--- config.mk ---
export PLATFORM = sky130hd
export DESIGN_NAME = audio_dynamics_compressor_top
export DESIGN_NICKNAME = d
export VERILOG_FILES = /design/src/adc_pkg.sv /design/src/audio_dynamics_compressor_top.sv
export SDC_FILE = /design/constraint.sdc
export NUM_CORES = 2
export LEC_CHECK = 0
export BUFFER_PORTS_ARGS = -buffer_cell sky130_fd_sc_hd__buf_4
export CORE_AREA = 10 10 454 235
export CTS_CLUSTER_DIAMETER = 80
export DETAILED_ROUTE_END_ITERATION = 7
export DIE_AREA = 0 0 464 245
export PLACE_DENSITY = 0.65
export SLEW_MARGIN = 20
export SYNTH_ARGS = -nofsm -noshare
export SYNTH_HDL_FRONTEND = slang
export SYNTH_SLANG_ARGS = --single-unit
--- constraint.sdc ---
create_clock -name clk -period 17.7 [get_ports clk]
set_input_delay 0.885 -clock clk [delete_from_list [all_inputs] [get_ports clk]]
set_output_delay 0.885 -clock clk [all_outputs]
set_load 0.05 [all_outputs]
--- src/adc_pkg.sv ---
// Package for the audio dynamics compressor: types, constants and the control program.
`default_nettype none
package adc_pkg;

	localparam int unsigned SMP_W   = 16;
	localparam int unsigned COEF_W  = 24;
	localparam int unsigned ENV_W   = 24;
	localparam int unsigned THR_W   = 16;
	localparam int unsigned RATIO_W = 5;
	localparam int unsigned GAIN_W  = 16;
	localparam int unsigned PC_W    = 4;
	localparam int unsigned CNT_W   = 4;

	localparam logic [GAIN_W-1:0] UNITY_GAIN = 16'h8000;

	// register indexes on the configuration port
	localparam logic [1:0] REG_ATTACK  = 2'd0;
	localparam logic [1:0] REG_RELEASE = 2'd1;
	localparam logic [1:0] REG_THRESH  = 2'd2;
	localparam logic [1:0] REG_RATIO   = 2'd3;

	typedef enum logic [3:0] {
		OP_NOP,
		OP_LOAD,
		OP_MUL_ENV,
		OP_MUL_MAG,
		OP_ENV_UPD,
		OP_MUL_DEN,
		OP_MUL_NUM,
		OP_DIV,
		OP_GAIN,
		OP_MUL_OUT,
		OP_EMIT
	} op_t;

	typedef enum logic [2:0] {
		COND_NEVER,
		COND_NO_IN,
		COND_NO_COMP,
		COND_DIV_MORE,
		COND_OUT_BUSY
	} cond_t;

	typedef struct packed {
		op_t              op;
		cond_t            cond;
		logic [PC_W-1:0]  target;
	} ctrl_word_t;

	localparam logic [PC_W-1:0] STEP_LOAD    = 4'd0;
	localparam logic [PC_W-1:0] STEP_MUL_ENV = 4'd1;
	localparam logic [PC_W-1:0] STEP_MUL_MAG = 4'd2;
	localparam logic [PC_W-1:0] STEP_ENV_UPD = 4'd3;
	localparam logic [PC_W-1:0] STEP_MUL_DEN = 4'd4;
	localparam logic [PC_W-1:0] STEP_MUL_NUM = 4'd5;
	localparam logic [PC_W-1:0] STEP_DIV     = 4'd6;
	localparam logic [PC_W-1:0] STEP_GAIN    = 4'd7;
	localparam logic [PC_W-1:0] STEP_MUL_OUT = 4'd8;
	localparam logic [PC_W-1:0] STEP_EMIT    = 4'd9;
	localparam logic [PC_W-1:0] LAST_STEP    = STEP_EMIT;

	// control store: a true condition jumps to target, otherwise the next step
	function automatic ctrl_word_t program_word(input logic [PC_W-1:0] pc);
		ctrl_word_t w;
		unique case (pc)
			STEP_LOAD:    w = '{OP_LOAD,    COND_NO_IN,    STEP_LOAD};
			STEP_MUL_ENV: w = '{OP_MUL_ENV, COND_NEVER,    STEP_LOAD};
			STEP_MUL_MAG: w = '{OP_MUL_MAG, COND_NEVER,    STEP_LOAD};
			STEP_ENV_UPD: w = '{OP_ENV_UPD, COND_NO_COMP,  STEP_MUL_OUT};
			STEP_MUL_DEN: w = '{OP_MUL_DEN, COND_NEVER,    STEP_LOAD};
			STEP_MUL_NUM: w = '{OP_MUL_NUM, COND_NEVER,    STEP_LOAD};
			STEP_DIV:     w = '{OP_DIV,     COND_DIV_MORE, STEP_DIV};
			STEP_GAIN:    w = '{OP_GAIN,    COND_NEVER,    STEP_LOAD};
			STEP_MUL_OUT: w = '{OP_MUL_OUT, COND_NEVER,    STEP_LOAD};
			STEP_EMIT:    w = '{OP_EMIT,    COND_OUT_BUSY, STEP_EMIT};
			default:      w = '{OP_NOP,     COND_NEVER,    STEP_LOAD};
		endcase
		return w;
	endfunction

endpackage
`default_nettype wire

--- src/audio_dynamics_compressor_top.sv ---
// Steps per request: accept, envelope products and update; when the envelope is above
// the threshold, divisor and dividend products, the restoring divider and the gain limit;
// then the output product and emit. The step sequencer handles one request at a time.
// The result sits in an output register, so the next request is taken while it waits.
// Reset (arst_n low, asynchronous): envelope cleared, registers to their defaults,
// sequencer at its load step, output empty.
`default_nettype none
module audio_dynamics_compressor_top (
	input  wire logic        clk,
	input  wire logic        arst_n,
	// configuration
	input  wire logic        cfg_wen,
	input  wire logic [1:0]  cfg_addr,
	input  wire logic [23:0] cfg_wdata,
	// input stream
	input  wire logic        s_axis_tvalid,
	output logic             s_axis_tready,
	input  wire logic [15:0] s_axis_tdata,   // [15:0] sample_in
	// output stream
	output logic             m_axis_tvalid,
	input  wire logic        m_axis_tready,
	output logic [31:0]      m_axis_tdata    // [15:0] sample_out, [31:16] applied_gain
);

	// configuration registers
	logic [adc_pkg::COEF_W-1:0]  attack_q;
	logic [adc_pkg::COEF_W-1:0]  release_q;
	logic [adc_pkg::THR_W-1:0]   thresh_q;
	logic [adc_pkg::RATIO_W-1:0] ratio_q;

	// sequencer
	logic [adc_pkg::PC_W-1:0]  pc_q;
	logic [adc_pkg::PC_W-1:0]  pc_next;
	adc_pkg::ctrl_word_t       ctl;
	logic                      cond_true;
	logic                      in_acc;
	logic                      out_free;

	// datapath
	logic [adc_pkg::ENV_W-1:0]   env_q;
	logic signed [15:0]          x_q;
	logic [adc_pkg::ENV_W-1:0]   mag_q;
	logic [adc_pkg::COEF_W-1:0]  coef_q;
	logic [48:0]                 acc_q;
	logic [28:0]                 den_q;
	logic [29:0]                 rem_q;
	logic [adc_pkg::GAIN_W-1:0]  quo_q;
	logic [adc_pkg::CNT_W-1:0]   cnt_q;
	logic [adc_pkg::GAIN_W-1:0]  gain_q;
	logic signed [31:0]          prod_q;
	logic                        out_valid_q;
	logic [31:0]                 out_data_q;

	logic [adc_pkg::ENV_W-1:0]   env_new;
	logic [adc_pkg::ENV_W-1:0]   thr23;
	logic [adc_pkg::RATIO_W-1:0] ratio_eff;
	logic [16:0]                 x_ext;
	logic [16:0]                 x_abs;
	logic [adc_pkg::ENV_W-1:0]   in_mag;
	logic [24:0]                 mul_a;
	logic [23:0]                 mul_b;
	logic [48:0]                 mul_p;
	logic                        div_ge;
	logic [29:0]                 rem_sel;
	logic signed [32:0]          out_prod;
	logic signed [31:0]          rnd;
	logic signed [16:0]          y_full;
	logic [15:0]                 y_sat;

	assign ctl       = adc_pkg::program_word(pc_q);
	assign s_axis_tready = (ctl.op == adc_pkg::OP_LOAD);
	assign in_acc    = s_axis_tvalid & s_axis_tready;
	assign out_free  = !out_valid_q || m_axis_tready;

	assign thr23     = {thresh_q, 8'd0};
	assign ratio_eff = (ratio_q == '0) ? adc_pkg::RATIO_W'(1) : ratio_q;
	assign env_new   = acc_q[47:24];

	// rectify and widen to Q1.23
	assign x_ext  = {s_axis_tdata[15], s_axis_tdata};
	assign x_abs  = x_ext[16] ? 17'(-x_ext) : x_ext;
	assign in_mag = {x_abs[15:0], 8'd0};

	always_comb begin
		case (ctl.cond)
			adc_pkg::COND_NO_IN:    cond_true = !in_acc;
			adc_pkg::COND_NO_COMP:  cond_true = (env_new <= thr23);
			adc_pkg::COND_DIV_MORE: cond_true = (cnt_q != '0);
			adc_pkg::COND_OUT_BUSY: cond_true = !out_free;
			default:                cond_true = 1'b0;
		endcase
	end

	always_comb begin
		if (cond_true) begin
			pc_next = ctl.target;
		end else if (pc_q == adc_pkg::LAST_STEP) begin
			pc_next = adc_pkg::STEP_LOAD;
		end else begin
			pc_next = pc_q + adc_pkg::PC_W'(1);
		end
	end

	// shared unsigned multiplier
	always_comb begin
		case (ctl.op)
			adc_pkg::OP_MUL_ENV: begin
				mul_a = {1'b0, coef_q};
				mul_b = env_q;
			end
			adc_pkg::OP_MUL_MAG: begin
				mul_a = 25'h1000000 - {1'b0, coef_q};
				mul_b = mag_q;
			end
			adc_pkg::OP_MUL_DEN: begin
				mul_a = 25'(ratio_eff);
				mul_b = env_q;
			end
			adc_pkg::OP_MUL_NUM: begin
				mul_a = 25'(ratio_eff);
				mul_b = thr23;
			end
			default: begin
				mul_a = '0;
				mul_b = '0;
			end
		endcase
	end
	assign mul_p = 49'(mul_a) * 49'(mul_b);

	// one restoring step per cycle
	assign div_ge  = (rem_q >= {1'b0, den_q});
	assign rem_sel = div_ge ? (rem_q - {1'b0, den_q}) : rem_q;

	assign out_prod = $signed({{17{x_q[15]}}, x_q}) * $signed({17'd0, gain_q});
	assign rnd      = prod_q + 32'sd16384;
	assign y_full   = rnd[31:15];
	always_comb begin
		if (y_full[16] != y_full[15]) begin
			y_sat = y_full[16] ? 16'h8000 : 16'h7FFF;
		end else begin
			y_sat = y_full[15:0];
		end
	end

	always_ff @(posedge clk or negedge arst_n) begin
		if (!arst_n) begin
			attack_q  <= 24'd16431306;
			release_q <= 24'd16773721;
			thresh_q  <= 16'd16384;
			ratio_q   <= 5'd4;
		end else if (cfg_wen) begin
			unique case (cfg_addr)
				adc_pkg::REG_ATTACK:  attack_q  <= cfg_wdata;
				adc_pkg::REG_RELEASE: release_q <= cfg_wdata;
				adc_pkg::REG_THRESH:  thresh_q  <= cfg_wdata[15:0];
				adc_pkg::REG_RATIO:   ratio_q   <= cfg_wdata[4:0];
			endcase
		end
	end

	// control state
	always_ff @(posedge clk or negedge arst_n) begin
		if (!arst_n) begin
			pc_q        <= adc_pkg::STEP_LOAD;
			env_q       <= '0;
			out_valid_q <= 1'b0;
		end else begin
			pc_q <= pc_next;
			if (ctl.op == adc_pkg::OP_ENV_UPD) begin
				env_q <= env_new;
			end
			if (ctl.op == adc_pkg::OP_EMIT && out_free) begin
				out_valid_q <= 1'b1;
			end else if (m_axis_tready) begin
				out_valid_q <= 1'b0;
			end
		end
	end

	// payload
	always_ff @(posedge clk) begin
		case (ctl.op)
			adc_pkg::OP_LOAD: begin
				if (in_acc) begin
					x_q    <= s_axis_tdata;
					mag_q  <= in_mag;
					coef_q <= (in_mag > env_q) ? attack_q : release_q;
				end
			end
			adc_pkg::OP_MUL_ENV: acc_q <= mul_p;
			adc_pkg::OP_MUL_MAG: acc_q <= acc_q + mul_p + 49'h800000;
			adc_pkg::OP_ENV_UPD: gain_q <= adc_pkg::UNITY_GAIN;
			adc_pkg::OP_MUL_DEN: den_q <= mul_p[28:0];
			adc_pkg::OP_MUL_NUM: begin
				// thr*r + (env - thr); env is above thr on this path
				rem_q <= mul_p[29:0] + 30'(env_q) - 30'(thr23);
				cnt_q <= '1;
			end
			adc_pkg::OP_DIV: begin
				rem_q <= {rem_sel[28:0], 1'b0};
				quo_q <= {quo_q[14:0], div_ge};
				cnt_q <= cnt_q - adc_pkg::CNT_W'(1);
			end
			adc_pkg::OP_GAIN: begin
				gain_q <= (quo_q > adc_pkg::UNITY_GAIN) ? adc_pkg::UNITY_GAIN : quo_q;
			end
			adc_pkg::OP_MUL_OUT: prod_q <= out_prod[31:0];
			adc_pkg::OP_EMIT: begin
				if (out_free) begin
					out_data_q <= {gain_q, y_sat};
				end
			end
			default: ;
		endcase
	end

	assign m_axis_tvalid = out_valid_q;
	assign m_axis_tdata  = out_data_q;

	a_accept_starts: assert property (@(posedge clk) disable iff (!arst_n)
		in_acc |=> pc_q == adc_pkg::STEP_MUL_ENV)
		else $error("accepted request did not start the sequence");

	a_env_bound: assert property (@(posedge clk) disable iff (!arst_n)
		env_q <= 24'h800000)
		else $error("envelope above unity");

	a_div_rem: assert property (@(posedge clk) disable iff (!arst_n)
		(pc_q == adc_pkg::STEP_DIV) |-> (rem_q < {den_q, 1'b0}))
		else $error("divider remainder out of range");

	a_gain_bound: assert property (@(posedge clk) disable iff (!arst_n)
		(pc_q == adc_pkg::STEP_MUL_OUT) |-> (gain_q <= adc_pkg::UNITY_GAIN))
		else $error("gain above unity");

	a_emit_only: assert property (@(posedge clk) disable iff (!arst_n)
		$rose(m_axis_tvalid) |-> $past(pc_q) == adc_pkg::STEP_EMIT)
		else $error("result raised outside the emit step");

endmodule
`default_nettype wire

# --- Word-level counts from Yosys, hierarchy flattened ---
# Memories as Yosys holds them, arrays and structs flattened.
# Index checks and enable logic that the tools add are counted.
# Widths: inputs -> output; s select.
classes:
  add_sub_neg: 10
  multipliers: 2
  order_cmp: 4
  n_eq_ne: 19
  n_mux: 18
  n_bitwise: 1
  reduce_logical: 20
ops:
  columns: ["op", "count"]
  rows:
  - ["$pmux 49 s2", 1]
  - ["$pmux 25 s3", 1]
  - ["$pmux 24 s3", 1]
  - ["$mux 16", 4]
  - ["$pmux 30 s2", 1]
  - ["$add 49x24->49 const B", 1]
  - ["$add 49x49->49", 1]
  - ["$mul 25x24->49", 1]
  - ["$add 32x16->32 const B", 1]
  - ["$mul 16x17->32", 1]
  - ["$pmux 16 s2", 1]
  - ["$add 30x24->30", 1]
  - ["$ge 30x29->1", 1]
  - ["$sub 30x24->30", 1]
  - ["$mux 29", 1]
  - ["$sub 29x29->29", 1]
  - ["$sub 25x24->25 const A", 1]
  - ["$gt 24x24->1", 1]
  - ["$le 24x24->1", 1]
  - ["$mux 24", 1]
  - ["$eq 4x3->1 const B", 4]
  - ["$eq 4x4->1 const B", 4]
  - ["$gt 16x16->1 const B", 1]
  - ["$neg 16->16", 1]
  - ["25 further kinds", 41]
word_totals:
  reg_bits: 362
  rom_bits: 176
  wordCells: 93
  memories: 1
mem_list:
  columns: ["memory", "words", "width", "rd", "rd_ports_with_merged_regs", "write_ports", "line_no", "source"]
  rows:
  - ["(no name shown)", 16, 11, 1, 0, 0, "adc_pkg.sv:65", "unique case (pc)"]

# --- Longest topological paths before layout ---
# An unclocked memory read counts as a cell.
depth:
  depth_word: 8
  mapped_depth: 49
  depth_no_buf: 45

# --- Worst setup path before layout ---
# OpenSTA, ideal clock, no wires.
synth_timing:
  path_kind: "reg2reg"
  startpoint: "register pc_q[0] (netlist bit)"
  endpoint: "register acc_q[47] (data pin)"
  arrival_ns: 12.603
  t_required_ns: 17.434
  slack_ns: 4.831
  stages_incl_launch_ff: 44
  n_path_buf: 3
  cell_sequence: "dfrtp_1 ha_1 ha_1 nor3_1 o21ai_0 a21oi_1 or2_2 clkbuf_1 buf_1 buf_1 nand3_1 fa_1 inv_1 fa_1 inv_1 fa_1 inv_1 fa_1 [8 not listed] a21boi_0 o21ai_0 a31o_2 a221oi_1 a31oi_1 a311o_1 and2_1 ha_1 ha_1 a21o_1 a21o_1 a221oi_1 o31a_1 nand3_1 or4b_1 o2111ai_1 a221oi_2 xor2_1"
synth_via:
  elab_chain_cells: 8
  elab_cells_between_ends: 13
synth_lines:
  columns: ["item", "line_no", "source"]
  rows:
  - ["start: declaration", "audio_dynamics_compressor_top.sv:32", "logic [adc_pkg::PC_W-1:0] pc_q;"]
  - ["start signal: assignment", "audio_dynamics_compressor_top.sv:165", "pc_q <= adc_pkg::STEP_LOAD;"]
  - ["start signal: assignment", "audio_dynamics_compressor_top.sv:169", "pc_q <= pc_next;"]
  - ["$mem_v2 16x11 (*)", null, null]
  - ["$eq 4x3->1 or $eq 4x2->1 (tied branches)", "audio_dynamics_compressor_top.sv:106, audio_dynamics_compressor_top.sv:183", null]
  - ["$reduce_or 2->1 (no source line)", null, null]
  - ["$pmux 25 s3 or $pmux 24 s3 (tied branches)", "audio_dynamics_compressor_top.sv:106", "case (ctl.op)"]
  - ["$mul 25x24->49", "audio_dynamics_compressor_top.sv:129", "assign mul_p = 49'(mul_a) * 49'(mul_b);"]
  - ["$add 49x49->49", "audio_dynamics_compressor_top.sv:192", "adc_pkg::OP_MUL_MAG: acc_q <= acc_q + mul_p + 49'h800000;"]
  - ["$add 49x24->49", "audio_dynamics_compressor_top.sv:192", null]
  - ["$pmux 49 s2 (*)", "audio_dynamics_compressor_top.sv:183", "case (ctl.op)"]
  - ["end signal: assignment", "audio_dynamics_compressor_top.sv:191", "adc_pkg::OP_MUL_ENV: acc_q <= mul_p;"]
  - ["end signal: assignment", "audio_dynamics_compressor_top.sv:192", null]
  - ["end: declaration", "audio_dynamics_compressor_top.sv:44", "logic [48:0] acc_q;"]
# Every way passes the cells marked *; elsewhere a longest branch is shown, timed or not.
# A chain may end at the register's enable or synchronous reset.

# --- Worst setup path in the final report ---
# Ends and elaborated chain as after synthesis.

==> impl_metrics.env <==
export IMPL_outcome="complete, no violations"
export IMPL_clkLatencyLatePin_ns=0.65
export IMPL_startpoint_type="flop"
export IMPL_cts_hold_buf=0
export IMPL_skew_ns=0.0523
export IMPL_clockBufferDepth=3
export IMPL_grtUsageTotal=0.299
export IMPL_synth_edf_count=248
export IMPL_placed_area_sq_mm=0.0512
export IMPL_die_w_um=464
export IMPL_drv_cap=0
export IMPL_drc=0
export IMPL_end_kind="flop"
export IMPL_synthArstFlopShare=0.283
export IMPL_setup_viol=0
export IMPL_num_vias=38400
export IMPL_fmax_mhz=72.0
export IMPL_routed_wl_um=172000
export IMPL_io_pins=81
export IMPL_die_area_sq_mm=0.114
export IMPL_syn_area_sq_mm=0.0489
export IMPL_routabilityCongestion=1.06
export IMPL_syn_inst=5225
export IMPL_cts_buffers=31
export IMPL_required_ns=18.09
export IMPL_die_y_um=245
export IMPL_initial_utilization=0.495
export IMPL_cts_root_buf="clkbuf_16"
export IMPL_placementRows=82
export IMPL_critPathKind="reg2reg"
export IMPL_clkTransAtPathRegs_ns=0.07
export IMPL_seq_area_frac_synth=0.203
export IMPL_cts_sinks=346
export IMPL_fin_crit_ns=13.89
export IMPL_hold_viol=0
export IMPL_grt_overflow_total=0
export IMPL_rsz0062_at_grt="no"
export IMPL_min_path_type="in2async"
export IMPL_viasPerCell=5.81
export IMPL_yosys_warnings=0
export IMPL_grt_pass1_wl_um=254000
export IMPL_port_buffers=80
export IMPL_hpwl_um=141000
export IMPL_ctsHtreeMaxLevel=1
export IMPL_ant_nets=0
export IMPL_slowest_stage="and2_1"
export IMPL_slew_viol_final=0
export IMPL_synth_area_leaders="fa_1, edfxtp_1, ha_1"
export IMPL_critPathMostFrequentCell="fa_1"
export IMPL_dr_pass1_iters=6
export IMPL_ys_ff_latch=346
export IMPL_fin_nets=6481
export IMPL_n_fill_cell=9093
export IMPL_synth_flop_cell="edfxtp_1"
export IMPL_fin_crit_sh=0.785
export IMPL_final_area_sq_mm=0.0523
export IMPL_fin_hold_ws_ns=0.234
export IMPL_drive_above_1_share=0.0799
export IMPL_synth_top_area_frac=0.292
export IMPL_postSynthAreaPerCell_sq_um=9.37
export IMPL_worst_slew_pin_slew_ns=1.20
export IMPL_cts_tree="yes"
export IMPL_max_slew_margin=0.197
export IMPL_cts_setup_buffers=0
export IMPL_final_common_cell="inv_1"
export IMPL_avgRoutedWirePerCell_um=26.1
export IMPL_cts_resized_gates=0
export IMPL_grt_max_degree=63
export IMPL_critPathMaxStageDelay_ns=0.96
export IMPL_antenna_found_initial=6
export IMPL_syn_to_final_growth_pct=6.95
export IMPL_finalSetupTns_ns=0
export IMPL_synth_cell_types=93
export IMPL_core_sq_mm=0.0989
export IMPL_fin_util=0.529
export IMPL_grt_pass1_vias=37400
export IMPL_yosys_area_top_type="fa_1"
export IMPL_final_cell_mix="inv_1, fa_1, nand2_1"
export IMPL_cp_arrival_ns=14.28
export IMPL_path_max_fanout=40
export IMPL_first_iter_violations=4761
[metal layers]
layer / vias to the layer above / wire length (um) / GRT usage
met5: - / 95 / 0.00631
met2: 2443 / 55400 / 0.329
li1: 16700 / - / -
met1: 19100 / 81000 / 0.474
met3: 192 / 32900 / 0.185
met4: 2 / 2650 / 0.0399
[metrics by stage]
stage | setup WS, ns | std cells
global route | 3.13 | 6602
floorplan | 4.83 | 5231
CTS | 4.06 | 6600
global placement | 4.25 | 6543
detailed placement | 4.07 | 6543
finish | 3.81 | 6607
[Yosys cell counts (18+ instances only)]
master,n
a31oi_1,19
edfxtp_1,248
xnor2_1,109
a22oi_1,20
nor3_1,41
o21ai_0,175
a21o_1,85
o31ai_1,18
and2_1,138
mux2i_1,22
nand3_1,62
nor2_1,442
dfstp_2,33
a21oi_1,176
ha_1,486
o21a_1,40
dfrtp_1,65
nand2b_1,41
or2_2,28
o21bai_1,20
nand4_1,26
fa_1,714
clkbuf_1,177
o211ai_1,19
inv_1,931
nor2b_1,28
nand2_1,662
xor2_1,88
mux2_2,104
[logic make-up (layout without fill, tap and decap cells)]
family	count (synthesis)	in the layout	synth area share
and+or+nand+nor	1555	1555	0.142
adders and majority gates	1200	1200	0.416
buffers and inverters	1119	1146	0.0863
AOI/OAI and AO/OA	678	678	0.0880
DFF	346	346	0.203
xor gates and xnor gates	199	199	0.0361
muxes	126	126	0.0284
other	2	13	0.000153
[final cells by class]
cell class | instances | area [sq um] | share of cell area
tap | 1344 | 1680 | 0.0321
inverter | 931 | 3490 | 0.0668
multi-input combinational | 3766 | 34900 | 0.667
antenna | 5 | 12.5 | 0.000239
sequential | 346 | 9940 | 0.190
clock inverter | 21 | 302 | 0.00576
timing repair buffer | 158 | 1200 | 0.0230
clock buffer | 36 | 795 | 0.0152
[path summary, 6_finish.rpt]
path | from | end | slack, ns | cells after the start
setup / recovery | pc_q[0] | acc_q[47] | 3.81 | 42
hold / removal | arst_n | thresh_q[11] | 0.23 | 1
setup reg to reg | pc_q[0] | acc_q[47] | 3.81 | 42
hold reg to reg | quo_q[10] | quo_q[11] | 0.48 | 0
max in group asynchronous | arst_n | env_q[16] | 16.16 | 2
min in group clk | quo_q[10] | quo_q[11] | 0.48 | 0
[sequential cells by signal, indices dropped and copies added (netlist names), 18 cells and up]
register      count
m_axis_tdata     32
release_q        24
coef_q           24
acc_q            48
den_q            29
attack_q         24
env_q            24
rem_q            30
prod_q           18
[worst max-delay path: cells and delay by family (launching register included)]
family,cells,cell delay (ns)
flip-flops,1,0.47
AO/OA/AOI/OAI,15,3.62
AND/OR/NAND/NOR,8,3.51
buffers and inverters,6,0.53
adder cells (fa/ha/maj),12,5.30
XOR/XNOR,1,0.18
Power is left out: the tool's default activity adds up to more than one toggle a clock period on the data nets, which glitch-free logic cannot reach.
